File: config.mk
export PLATFORM = sky130hd
export DESIGN_NAME = base64_decoder_with_checks_unit_flat
export DESIGN_NICKNAME = d
export VERILOG_FILES = /design/src/design/b64d_pkg.sv /design/src/design/b64d_in_if.sv /design/src/design/b64d_out_if.sv /design/src/design/base64_decoder_with_checks_unit.sv /design/src/design/b64d_front.sv /design/src/design/b64d_queue.sv /design/src/design/b64d_back.sv /design/src/flat_wrapper.sv
export SDC_FILE = /design/constraint.sdc
export NUM_CORES = 1
export LEC_CHECK = 0
export BUFFER_PORTS_ARGS = -buffer_cell sky130_fd_sc_hd__buf_2
export CORE_UTILIZATION = 59
export DETAILED_ROUTE_END_ITERATION = 10
export PLACE_DENSITY_LB_ADDON = 0.12
export SETUP_SLACK_MARGIN = 0.4
export SYNTH_ARGS = -nofsm -noshare
export SYNTH_HDL_FRONTEND = slang
export SYNTH_SLANG_ARGS = --single-unit
File: constraint.sdc
create_clock -name clk -period 8 [get_ports clk]
set_clock_uncertainty 0.15 [all_clocks]
set_input_delay 0 -clock clk [delete_from_list [all_inputs] [get_ports clk]]
set_output_delay 0 -clock clk [all_outputs]
set_load 0.01 [all_outputs]
File: src/design/b64d_pkg.sv
// ----------------------------------------------------------------------------
// Base64 decoder package
// Shared types, constants and the character-to-sextet map.
// ----------------------------------------------------------------------------
package b64d_pkg;

    localparam int unsigned FifoDepthDefault = 4;

    localparam logic [7:0] PadChar = 8'h3D;

    typedef enum logic [1:0] {
        ERR_NONE   = 2'd0,
        ERR_CHAR   = 2'd1,
        ERR_LENGTH = 2'd2
    } err_kind_t;

    // One decoded group: up to three bytes, closing flag and error code.
    typedef struct packed {
        logic [2:0][7:0] bytes;
        logic [1:0]      count;
        logic            last;
        err_kind_t       err;
    } grp_t;

    // Return {valid, sextet}.
    function automatic logic [6:0] to_sextet(input logic [7:0] c);
        logic [6:0] r;
        r = 7'd0;
        if (c >= 8'h41 && c <= 8'h5A) begin
            r = {1'b1, 6'(c - 8'h41)};
        end else if (c >= 8'h61 && c <= 8'h7A) begin
            r = {1'b1, 6'(c - 8'h61 + 8'd26)};
        end else if (c >= 8'h30 && c <= 8'h39) begin
            r = {1'b1, 6'(c - 8'h30 + 8'd52)};
        end else if (c == 8'h2B) begin
            r = {1'b1, 6'd62};
        end else if (c == 8'h2F) begin
            r = {1'b1, 6'd63};
        end
        return r;
    endfunction

endpackage

File: src/design/b64d_in_if.sv
// ----------------------------------------------------------------------------
// Base64 decoder character channel
// Valid/ready channel carrying one encoded character and its closing flag.
// ----------------------------------------------------------------------------
interface b64d_in_if;
    logic       valid;
    logic       ready;
    logic [7:0] character;
    logic       end_of_message;

    modport source (output valid, output character, output end_of_message, input ready);
    modport sink   (input valid, input character, input end_of_message, output ready);
endinterface

File: src/design/b64d_out_if.sv
// ----------------------------------------------------------------------------
// Base64 decoder byte channel
// Valid/ready channel carrying one decoded byte, closing flag and error code.
// ----------------------------------------------------------------------------
interface b64d_out_if;
    logic       valid;
    logic       ready;
    logic [7:0] byte_out;
    logic       message_end;
    logic [1:0] error_kind;

    modport source (output valid, output byte_out, output message_end,
                    output error_kind, input ready);
    modport sink   (input valid, input byte_out, input message_end,
                    input error_kind, output ready);
endinterface

File: src/design/base64_decoder_with_checks_unit.sv
// ----------------------------------------------------------------------------
// Base64 decoder with checks
// Streaming standard-alphabet base64 decoder with length and character checks.
//
// in_ch takes one encoded character per beat, end_of_message set on the last
// character of a message. out_ch gives one decoded byte per beat; the final
// beat of a message has message_end set. On an error the message closes with
// a single beat of byte 0 and error_kind set (length error over character
// error); bytes sent earlier in that message stand and are to be discarded.
// A character is taken every cycle while the group queue has room; a byte
// leaves every cycle while out_ch is ready, so four characters in give three
// bytes out without stalling. After a group's closing character is taken, its
// bytes pass the queue and then the output register. When out_ch stalls, the
// output register holds its beat and the queue fills; in_ch drops ready only
// once all FifoDepth group records are waiting. Reset empties the queue, clears
// the output valid and returns the group position and error flags to zero.
// ----------------------------------------------------------------------------
module base64_decoder_with_checks_unit
    import b64d_pkg::*;
#(
    parameter int unsigned FifoDepth = FifoDepthDefault
)
(
    input  logic clk,
    input  logic rst_n,
    b64d_in_if.sink    in_ch,
    b64d_out_if.source out_ch
);

    logic fire;
    logic push;
    logic pop;
    logic full;
    logic empty;
    grp_t grp_in;
    grp_t grp_head;

    assign in_ch.ready = !full;
    assign fire        = in_ch.valid && !full;

    b64d_front u_front (
        .clk            (clk),
        .rst_n          (rst_n),
        .fire           (fire),
        .character      (in_ch.character),
        .end_of_message (in_ch.end_of_message),
        .push           (push),
        .grp            (grp_in)
    );

    b64d_queue #(
        .Depth (FifoDepth)
    ) u_queue (
        .clk     (clk),
        .rst_n   (rst_n),
        .push    (push),
        .wr_data (grp_in),
        .pop     (pop),
        .rd_data (grp_head),
        .full    (full),
        .empty   (empty)
    );

    b64d_back u_back (
        .clk    (clk),
        .rst_n  (rst_n),
        .head   (grp_head),
        .empty  (empty),
        .pop    (pop),
        .out_ch (out_ch)
    );

endmodule

File: src/design/b64d_front.sv
// ----------------------------------------------------------------------------
// Base64 decoder front end
// Classifies each character, tracks group position and padding, and forms
// one group record per error-free group or message close.
// ----------------------------------------------------------------------------
module b64d_front
    import b64d_pkg::*;
(
    input  logic       clk,
    input  logic       rst_n,
    input  logic       fire,
    input  logic [7:0] character,
    input  logic       end_of_message,
    output logic       push,
    output grp_t       grp
);

    logic [1:0]      pos_reg, pos_next;
    logic            third_pad_reg, third_pad_next;
    logic            pend_reg, pend_next;
    logic [2:0][5:0] held_reg;

    logic [6:0] sx;
    logic       pad;
    logic       bad;
    logic [1:0] nb;
    logic [5:0] s3;
    logic       pend_eff;
    err_kind_t  err;

    assign sx  = to_sextet(character);
    assign pad = (character == PadChar);

    always_comb
    begin
        bad = 1'b0;
        nb  = 2'd0;
        s3  = 6'd0;
        third_pad_next = third_pad_reg;
        if (!pend_reg)
        begin
            case (pos_reg)
                2'd0, 2'd1:
                begin
                    bad = !sx[6];
                end
                2'd2:
                begin
                    if (sx[6])
                    begin
                        third_pad_next = 1'b0;
                    end
                    else if (pad)
                    begin
                        third_pad_next = 1'b1;
                    end
                    else
                    begin
                        bad = 1'b1;
                    end
                end
                default:
                begin
                    if (third_pad_reg)
                    begin
                        if (pad && end_of_message) nb = 2'd1;
                        else bad = 1'b1;
                    end
                    else if (sx[6])
                    begin
                        s3 = sx[5:0];
                        nb = 2'd3;
                    end
                    else if (pad && end_of_message)
                    begin
                        nb = 2'd2;
                    end
                    else
                    begin
                        bad = 1'b1;
                    end
                end
            endcase
            if (bad) nb = 2'd0;
        end
        if (pos_reg == 2'd3 || end_of_message) third_pad_next = 1'b0;
        pend_eff  = pend_reg | bad;
        pend_next = end_of_message ? 1'b0 : pend_eff;
        pos_next  = end_of_message ? 2'd0 : pos_reg + 2'd1;
    end

    always_comb
    begin
        if (pos_reg != 2'd3) err = ERR_LENGTH;
        else if (pend_eff)   err = ERR_CHAR;
        else                 err = ERR_NONE;
    end

    always_comb
    begin
        grp.bytes[0] = {held_reg[0], held_reg[1][5:4]};
        grp.bytes[1] = {held_reg[1][3:0], held_reg[2][5:2]};
        grp.bytes[2] = {held_reg[2][1:0], s3};
        grp.count    = nb;
        grp.last     = end_of_message;
        grp.err      = ERR_NONE;
        if (end_of_message && (err != ERR_NONE || nb == 2'd0))
        begin
            grp.bytes = '0;
            grp.count = 2'd1;
            grp.err   = err;
        end
    end

    assign push = fire && (end_of_message || nb != 2'd0);

    always_ff @(posedge clk or negedge rst_n)
    begin
        if (!rst_n)
        begin
            pos_reg       <= 2'd0;
            third_pad_reg <= 1'b0;
            pend_reg      <= 1'b0;
        end
        else if (fire)
        begin
            pos_reg       <= pos_next;
            third_pad_reg <= third_pad_next;
            pend_reg      <= pend_next;
        end
    end

    always_ff @(posedge clk)
    begin
        if (fire && !pend_reg && pos_reg != 2'd3 && sx[6])
        begin
            held_reg[pos_reg] <= sx[5:0];
        end
    end

    a_pos_clear: assert property (@(posedge clk) disable iff (!rst_n)
        fire && end_of_message |=> pos_reg == 2'd0 && !pend_reg && !third_pad_reg)
        else $error("front state not cleared after message close");

    a_push_count: assert property (@(posedge clk) disable iff (!rst_n)
        push |-> grp.count != 2'd0 && (grp.err == ERR_NONE || grp.count == 2'd1))
        else $error("malformed group record");

endmodule

File: src/design/b64d_queue.sv
// ----------------------------------------------------------------------------
// Base64 decoder group queue
// Short register queue of group records between front and back end.
// ----------------------------------------------------------------------------
module b64d_queue
    import b64d_pkg::*;
#(
    parameter int unsigned Depth = FifoDepthDefault
)
(
    input  logic clk,
    input  logic rst_n,
    input  logic push,
    input  grp_t wr_data,
    input  logic pop,
    output grp_t rd_data,
    output logic full,
    output logic empty
);

    localparam int unsigned AW = (Depth > 1) ? $clog2(Depth) : 1;
    localparam int unsigned CW = $clog2(Depth + 1);
    localparam logic [AW-1:0] LastIdx = AW'(Depth - 1);

    grp_t          mem_reg [Depth];
    logic [AW-1:0] wr_ptr_reg, wr_ptr_next;
    logic [AW-1:0] rd_ptr_reg, rd_ptr_next;
    logic [CW-1:0] count_reg, count_next;

    assign full    = (count_reg == CW'(Depth));
    assign empty   = (count_reg == '0);
    assign rd_data = mem_reg[rd_ptr_reg];

    always_comb
    begin
        wr_ptr_next = wr_ptr_reg;
        rd_ptr_next = rd_ptr_reg;
        count_next  = count_reg;
        if (push)
        begin
            wr_ptr_next = (wr_ptr_reg == LastIdx) ? '0 : wr_ptr_reg + 1'b1;
        end
        if (pop)
        begin
            rd_ptr_next = (rd_ptr_reg == LastIdx) ? '0 : rd_ptr_reg + 1'b1;
        end
        if (push && !pop)      count_next = count_reg + 1'b1;
        else if (pop && !push) count_next = count_reg - 1'b1;
    end

    always_ff @(posedge clk or negedge rst_n)
    begin
        if (!rst_n)
        begin
            wr_ptr_reg <= '0;
            rd_ptr_reg <= '0;
            count_reg  <= '0;
        end
        else
        begin
            wr_ptr_reg <= wr_ptr_next;
            rd_ptr_reg <= rd_ptr_next;
            count_reg  <= count_next;
        end
    end

    always_ff @(posedge clk)
    begin
        if (push)
        begin
            mem_reg[wr_ptr_reg] <= wr_data;
        end
    end

    a_no_overflow: assert property (@(posedge clk) disable iff (!rst_n)
        !(push && full) && !(pop && empty))
        else $error("queue overflow or underflow");

endmodule

File: src/design/b64d_back.sv
// ----------------------------------------------------------------------------
// Base64 decoder back end
// Walks the head group record one byte per beat into the output register.
// ----------------------------------------------------------------------------
module b64d_back
    import b64d_pkg::*;
(
    input  logic clk,
    input  logic rst_n,
    input  grp_t head,
    input  logic empty,
    output logic pop,
    b64d_out_if.source out_ch
);

    logic [1:0] idx_reg, idx_next;
    logic       ov_reg;
    logic [7:0] byte_reg;
    logic       end_reg;
    err_kind_t  err_reg;
    logic       load;
    logic       take;
    logic       last_beat;

    assign load      = !ov_reg || out_ch.ready;
    assign take      = load && !empty;
    assign last_beat = (idx_reg == head.count - 2'd1);
    assign pop       = take && last_beat;

    always_comb
    begin
        idx_next = idx_reg;
        if (take) idx_next = last_beat ? 2'd0 : idx_reg + 2'd1;
    end

    always_ff @(posedge clk or negedge rst_n)
    begin
        if (!rst_n)
        begin
            idx_reg <= 2'd0;
            ov_reg  <= 1'b0;
        end
        else
        begin
            idx_reg <= idx_next;
            if (load) ov_reg <= !empty;
        end
    end

    always_ff @(posedge clk)
    begin
        if (take)
        begin
            byte_reg <= head.bytes[idx_reg];
            end_reg  <= head.last && last_beat;
            err_reg  <= head.err;
        end
    end

    assign out_ch.valid       = ov_reg;
    assign out_ch.byte_out    = byte_reg;
    assign out_ch.message_end = end_reg;
    assign out_ch.error_kind  = err_reg;

    a_idx_range: assert property (@(posedge clk) disable iff (!rst_n)
        idx_reg != 2'd0 |-> !empty && idx_reg < head.count)
        else $error("beat index outside head record");

    a_err_beat: assert property (@(posedge clk) disable iff (!rst_n)
        ov_reg && err_reg != ERR_NONE |-> byte_reg == 8'd0 && end_reg)
        else $error("error beat not closing or not zero");

endmodule
File: src/flat_wrapper.sv
// flat-port wrapper written by rule: the top's interface ports become plain ports
module base64_decoder_with_checks_unit_flat import b64d_pkg::*;
#(
    parameter int unsigned FifoDepth = FifoDepthDefault
)
  (clk, rst_n, in_ch_valid, in_ch_character, in_ch_end_of_message, in_ch_ready, out_ch_valid, out_ch_byte_out, out_ch_message_end, out_ch_error_kind, out_ch_ready);
  b64d_in_if in_ch_i ();
  b64d_out_if out_ch_i ();
  input  logic clk;
  input  logic rst_n;
  input wire logic [$bits(in_ch_i.valid)-1:0] in_ch_valid;
  input wire logic [$bits(in_ch_i.character)-1:0] in_ch_character;
  input wire logic [$bits(in_ch_i.end_of_message)-1:0] in_ch_end_of_message;
  output wire logic [$bits(in_ch_i.ready)-1:0] in_ch_ready;
  output wire logic [$bits(out_ch_i.valid)-1:0] out_ch_valid;
  output wire logic [$bits(out_ch_i.byte_out)-1:0] out_ch_byte_out;
  output wire logic [$bits(out_ch_i.message_end)-1:0] out_ch_message_end;
  output wire logic [$bits(out_ch_i.error_kind)-1:0] out_ch_error_kind;
  input wire logic [$bits(out_ch_i.ready)-1:0] out_ch_ready;
  assign in_ch_i.valid = in_ch_valid;
  assign in_ch_i.character = in_ch_character;
  assign in_ch_i.end_of_message = in_ch_end_of_message;
  assign in_ch_ready = in_ch_i.ready;
  assign out_ch_valid = out_ch_i.valid;
  assign out_ch_byte_out = out_ch_i.byte_out;
  assign out_ch_message_end = out_ch_i.message_end;
  assign out_ch_error_kind = out_ch_i.error_kind;
  assign out_ch_i.ready = out_ch_ready;
  base64_decoder_with_checks_unit #(.FifoDepth(FifoDepth)) u_core (.clk(clk), .rst_n(rst_n), .in_ch(in_ch_i), .out_ch(out_ch_i));
endmodule
Yosys cells after proc, flatten, opt, wreduce, memory -nomap -nowiden:

Memories as Yosys holds them, arrays and structs flattened.
Cells that the tools add are included.

* memories kept: 1
* word-level logic and storage cells: 134
* output and inout bits: 13
* input port bits: 13
* bits in writable memories: 116
* flip-flop bits (word level): 43

Memory list
* u_core.u_queue.mem_reg: words 4, width 29, read ports 1, clocked after Yosys merged registers in 0, write ports 1, RTL line b64d_queue.sv:25 `grp_t mem_reg [Depth];`

* bitwise gates (word level): 1
* mux-type cells: 47
* reductions and logical operators: 38
* $lt $le $gt $ge: 9
* add/subtract/negate cells: 12
* eq/ne operators: 12

Operators with widths (number)
* two-way mux 7 bit: 5
* two-way mux 6 bit: 5
* two-way mux 26 bit: 1
* == test 8 x 6 -> 1 bit, second input constant: 3
* two-way mux 2 bit: 12
* bitwise mux 18 bit: 1
* two-way mux 1 bit: 17
* binary-select mux 8 bit (select 2 bit): 1
* greater-or-equal comparator 8 x 7 -> 1 bit, second input constant: 2
* <= comparator 8 x 7 -> 1 bit, second input constant: 2
* logical AND 1 bit: 16
* demux 6 bit (select 2 bit): 1
* subtractor 6 bit, second input constant: 2
* adder 2 x 1 -> 2 bit, second input constant: 4
* == test 2 bit, second input constant: 4
* greater-or-equal comparator 8 x 6 -> 1 bit, second input constant: 1
* <= comparator 8 x 6 -> 1 bit, second input constant: 1
* two-way mux 8 bit: 1
* nonzero test 2 bit: 4
* logical NOT 1 bit: 7
* adder 6 x 5 -> 6 bit, second input constant: 1
* adder 6 bit, second input constant: 1
* < comparator 2 x 3 -> 1 bit, second input constant: 2
* two-way mux 3 bit: 2
* 19 further kinds: 23

Depth between registers and ports, before layout:

* depth in word-level cells: 19
* depth in mapped cells: 13

Hierarchy:

From an unflattened synthesis, not the netlist that was laid out.

* cell total of the unflattened synthesis: 435
* area, all modules: 7148.1 um2

Modules (own cells, without submodules)
* b64d_queue: cells an instance 188, area an instance 4600.7 um2, instances 1
* b64d_front: cells an instance 187, area an instance 1853.0 um2, instances 1
* b64d_back: cells an instance 58, area an instance 684.4 um2, instances 1
* base64_decoder_with_checks_unit: cells an instance 2, area an instance 10.0 um2, instances 1

Worst setup path before layout:

No wires, ideal clock.

* path type: register to register
* start point: reg u_core.u_queue.rd_ptr_reg[0]
* end point: reg u_core.u_queue.count_reg[2]
* slack: 5.192 ns
* data required time: 7.771 ns
* stages on the path, launching flop included: 13
* data arrival time: 2.579 ns
* path through: dfrtp_1 -> mux4_2 -> xnor2_1 -> and2_4 -> mux2i_4 -> nor2_4 -> inv_1 -> ha_1 -> inv_1 -> fa_1 -> xor2_1 -> nor2_1 -> xor2_1

* cells in the longest elaborated chain, start to end: 7

Ends and longest elaborated chain
* start, declared: RTL line b64d_queue.sv:27 `logic [AW-1:0] rd_ptr_reg, rd_ptr_next;`
* start signal, assigned: RTL line b64d_queue.sv:62 `rd_ptr_reg <= rd_ptr_next;`
* memory read (4 x 29 bit) *
* subtractor 2 x 1 -> 2 bit *: RTL line b64d_back.sv:27 `assign last_beat = (idx_reg == head.count - 2'd1);`
* == test 2 bit *: RTL line b64d_back.sv:27
* logical AND 1 bit *: RTL line b64d_back.sv:28 `assign pop = take && last_beat;`
* logical NOT 1 bit: RTL line b64d_queue.sv:47 `if (push && !pop) count_next = count_reg + 1'b1;`
* logical AND 1 bit: RTL line b64d_queue.sv:47
* two-way mux 3 bit / nonzero test 2 bit (equally long branches)
* end signal, assigned: RTL line b64d_queue.sv:63 `count_reg <= count_next;`
* end, declared: RTL line b64d_queue.sv:28 `logic [CW-1:0] count_reg, count_next;`

Every way passes the cells marked *; elsewhere a longest branch is shown, timed or not.
A chain may end at the register's enable or synchronous reset.

Final worst setup path:

* start point: in in_ch_character[2]
* end point: reg u_core.u_queue.count_reg[2]

* cells in the longest elaborated chain, start to end: 18

Ends and longest elaborated chain
* start, declared: RTL line flat_wrapper.sv:12 `input wire logic [$bits(in_ch_i.character)-1:0] in_ch_character;`
* parallel branches: the longest is 10 deep, another holds greater-or-equal comparator 8 x 6 -> 1 bit
* two-way mux 2 bit *: RTL line b64d_front.sv:84 `if (bad) nb = 2'd0;`
* two-way mux 2 bit *: RTL line b64d_front.sv:40 `if (!pend_reg)`
* nonzero test 2 bit *: RTL line b64d_front.sv:115 `assign push = fire && (end_of_message || nb != 2'd0);`
* logical OR 1 bit *: RTL line b64d_front.sv:115
* logical AND 1 bit *: RTL line b64d_front.sv:115
* net u_core.push: RTL line base64_decoder_with_checks_unit.sv:31 `logic push;`
* logical NOT 1 bit: RTL line b64d_queue.sv:48 `else if (pop && !push) count_next = count_reg - 1'b1;`
* logical AND 1 bit: RTL line b64d_queue.sv:48
* nonzero test 2 bit (no source line)

Mark *: on every way through the listed nets, which the timed path passes. The select of a mux whose other input is x is not followed.

==> reports/metrics.csv <==
stage,metric,value,unit
placed_design,placed cells,596,
grt,global-route wire length before repair,20.9,mm
grt,total global routing overflow,0,
worst_setup_path,Worst Path Required,8.19,ns
sta,worst slew pin tran,1.13,ns
sta,Period minus WS final,3.47,ns
sta,final hold violation count,0,
job,max cap viols,0,
finish,max reg flops,116,
worst_setup_path,CP Capture Type,flop,
clock_tree,H-tree levels,4,
drt,DRC,4,
synth,async set-reset flop share out of synthesis,0.0881,
floorplanning,die height,111,um
drt,first-pass detailed-route iteration total,8,
floorplanning,Top Ports,26,
worst_setup_path,"critical path fanouts, max",9,
clock_tree,CTS sink cnt,159,
grt,initial antenna violation count,0,
finish,"leading cell type in the layout, fill and taps excluded",edfxtp_1,
synth,Mapped Nets,479,
floorplanning,die area,12400,um^2
drt,final wirelength,12.9,mm
finish,P&R area growth vs syn,13.1,%
worst_setup_path,CP Launch Type,primary input,
finish,most frequent cells in the layout,"edfxtp_1, mux4_2, nor2b_1, nand2_1, buf_2",
finish,diode count,0,
worst_setup_path,Worst Path Arrival,3.66,ns
floorplanning,core area,11600,um^2
placed_design,PortBufs,25,
synth,Post-synth EDFFs,145,
synth,sequential fraction of the synthesis area,0.666,
sta,setup TNS,0,ns
drt,DRT antenna net count,0,
clock_tree,post-CTS sizing,0,
placed_design,dpl hpwl,8.29,mm
grt,pin count of the biggest net entering global routing,33,
outcome,violated checks,DRC,
clock_tree,Clk Tree Root Cell,clkbuf_16,
sta,Setup-failing EPs final,0,
worst_hold_path,Hold Path Class,primary input to flop,
synth,Yosys cell types,62,
sta,RSZ-0062 raised after global routing,false,
finish,# nets final,514,
power_and_ir_drop,Leakage,2.88,nW
floorplanning,Die X,111,um
drt,DRT iter0 DRCs,252,
finish,final cell count without fillers,636,
synth,syn_area_per_cell,15.9,um^2
power_and_ir_drop,Max rail drop VDD,184,uV
power_and_ir_drop,PD cells,322,nW/um^2
sta,FMAX,288,MHz
grt,Total Routing Usage GR,0.228,
finish,filler instances,760,
synth,Seq cells post-synth,159,
synth,mapped cell area,7060,um^2
worst_setup_path,critical path class,primary input to flop,
finish,layout cells sized above 1,0.209,
synth,Mapped Cells,445,
clock_tree,clk buf depth,2,
grt,vias in the first global route,4003,
clock_tree,CTS tree,yes,
synth,top_reg_cell synth,edfxtp_1,
sta,fin crit share,0.434,
placed_design,GP Congestion,0.902,
clock_tree,"Clk pin slew, worst setup/hold paths",0.06,ns
clock_tree,cts bufs inserted,17,
sta,fin. max-slew vios,0,
outcome,status,"finished, violations left",
floorplanning,Row Count,39,
synth,YS warnings,0,
power_and_ir_drop,Tot Pwr,0.00257,W
drt,Via Count,3817,
floorplanning,Starting Density,0.611,
drt,post-DR vias/cell,6.00,
drt,drt wl/cell,20.2,um
sta,max_slew headroom,0.248,
clock_tree,clock latency on the worst-skew pair,0.42,ns
-- synthesized netlist by cell type, types with 9 or more instances --
cell | count | area, um^2
edfxtp_1 | 145 | 4350
mux4_2 | 29 | 653
nor2b_1 | 27 | 169
nand2_1 | 25 | 93.8
inv_1 | 24 | 90.1
ha_1 | 20 | 250
o21ai_0 | 15 | 75.1
dfrtp_1 | 14 | 350
nor2_1 | 14 | 52.6
a21oi_1 | 11 | 55.1
buf_2 | 9 | 45.0
-- worst paths after layout --
check                                             startpoint                            to  slack [ns]  cells past startpoint
worst max-delay path                      in_ch_character[2]   u_core.u_queue.count_reg[2]        4.53                     14
worst min-delay path                      in_ch_character[4]   u_core.u_front.held_reg[16]        0.03                      3
worst max register to register  u_core.u_queue.rd_ptr_reg[0]   u_core.u_queue.count_reg[2]        4.54                     13
worst min register to register    u_core.u_back.out_ch.valid    u_core.u_back.out_ch.valid        0.36                      2
max in group asynchronous                              rst_n  u_core.u_queue.rd_ptr_reg[0]        6.66                      3
min in group asynchronous                              rst_n    u_core.u_back.out_ch.valid        0.55                      3
-- routing by layer --
layer  routed length [um]  GRT usage
met5                    0          0
met4                  185     0.0757
met3                  401     0.0512
met2                 6290      0.366
met1                 5990      0.313
-- critical path: stages --
cell           delay [ns]
dlygate4sd3_1        0.53
buf_2                0.19
inv_1                0.21
ha_1                 0.38
a21oi_1              0.14
a21oi_1              0.17
o211ai_2             0.16
a221oi_2             0.64
ha_1                 0.30
inv_1                0.07
fa_1                 0.43
xor2_1               0.17
nor2_1               0.11
xor2_1               0.16
-- cells by family after synthesis --
| kind of cell | share of synthesized area |
|---|---|
| multiplexers | 0.114 |
| XOR/XNOR | 0.00620 |
| adder cells (fa/ha/maj) | 0.0383 |
| flip-flops | 0.666 |
| AO/OA/AOI/OAI | 0.0601 |
| AND/OR/NAND/NOR | 0.0888 |
| buffers and inverters | 0.0260 |
-- area by class of cell --
type | count | area, um^2 | share of cell area
inverter | 24 | 90.1 | 0.0113
multi-input combinational | 242 | 2180 | 0.273
clock buffer | 20 | 437 | 0.0547
sequential | 159 | 4710 | 0.589
timing repair buffer | 36 | 228 | 0.0285
tap | 143 | 179 | 0.0224
clock inverter | 12 | 168 | 0.0210
-- through the flow --
step	util	area, um^2	setup WS [ns]	hold slack (ns)
global placement	0.631	7300	4.60	-0.229
global route	0.690	7990	4.31	0.0270
detailed placement	0.631	7300	4.52	-0.224
floorplan	-	7060	5.19	-0.446
finish	0.690	7990	4.53	0.0344
CTS	0.690	7990	4.48	0.0122
-- timing repair --
item	CTS	global route
hold buffers	8	0
hold endpoints to repair	36	0
buffers inserted	0	0
-- power breakdown --
group / internal, W / switching, W / leakage [nW]
registers: 0.00103 / 0.0000689 / 1.52
clock network: 0.000519 / 0.000302 / 0.293
logic: 0.000308 / 0.000340 / 1.06
No activity file was read; power rests on OpenSTA's default activity.
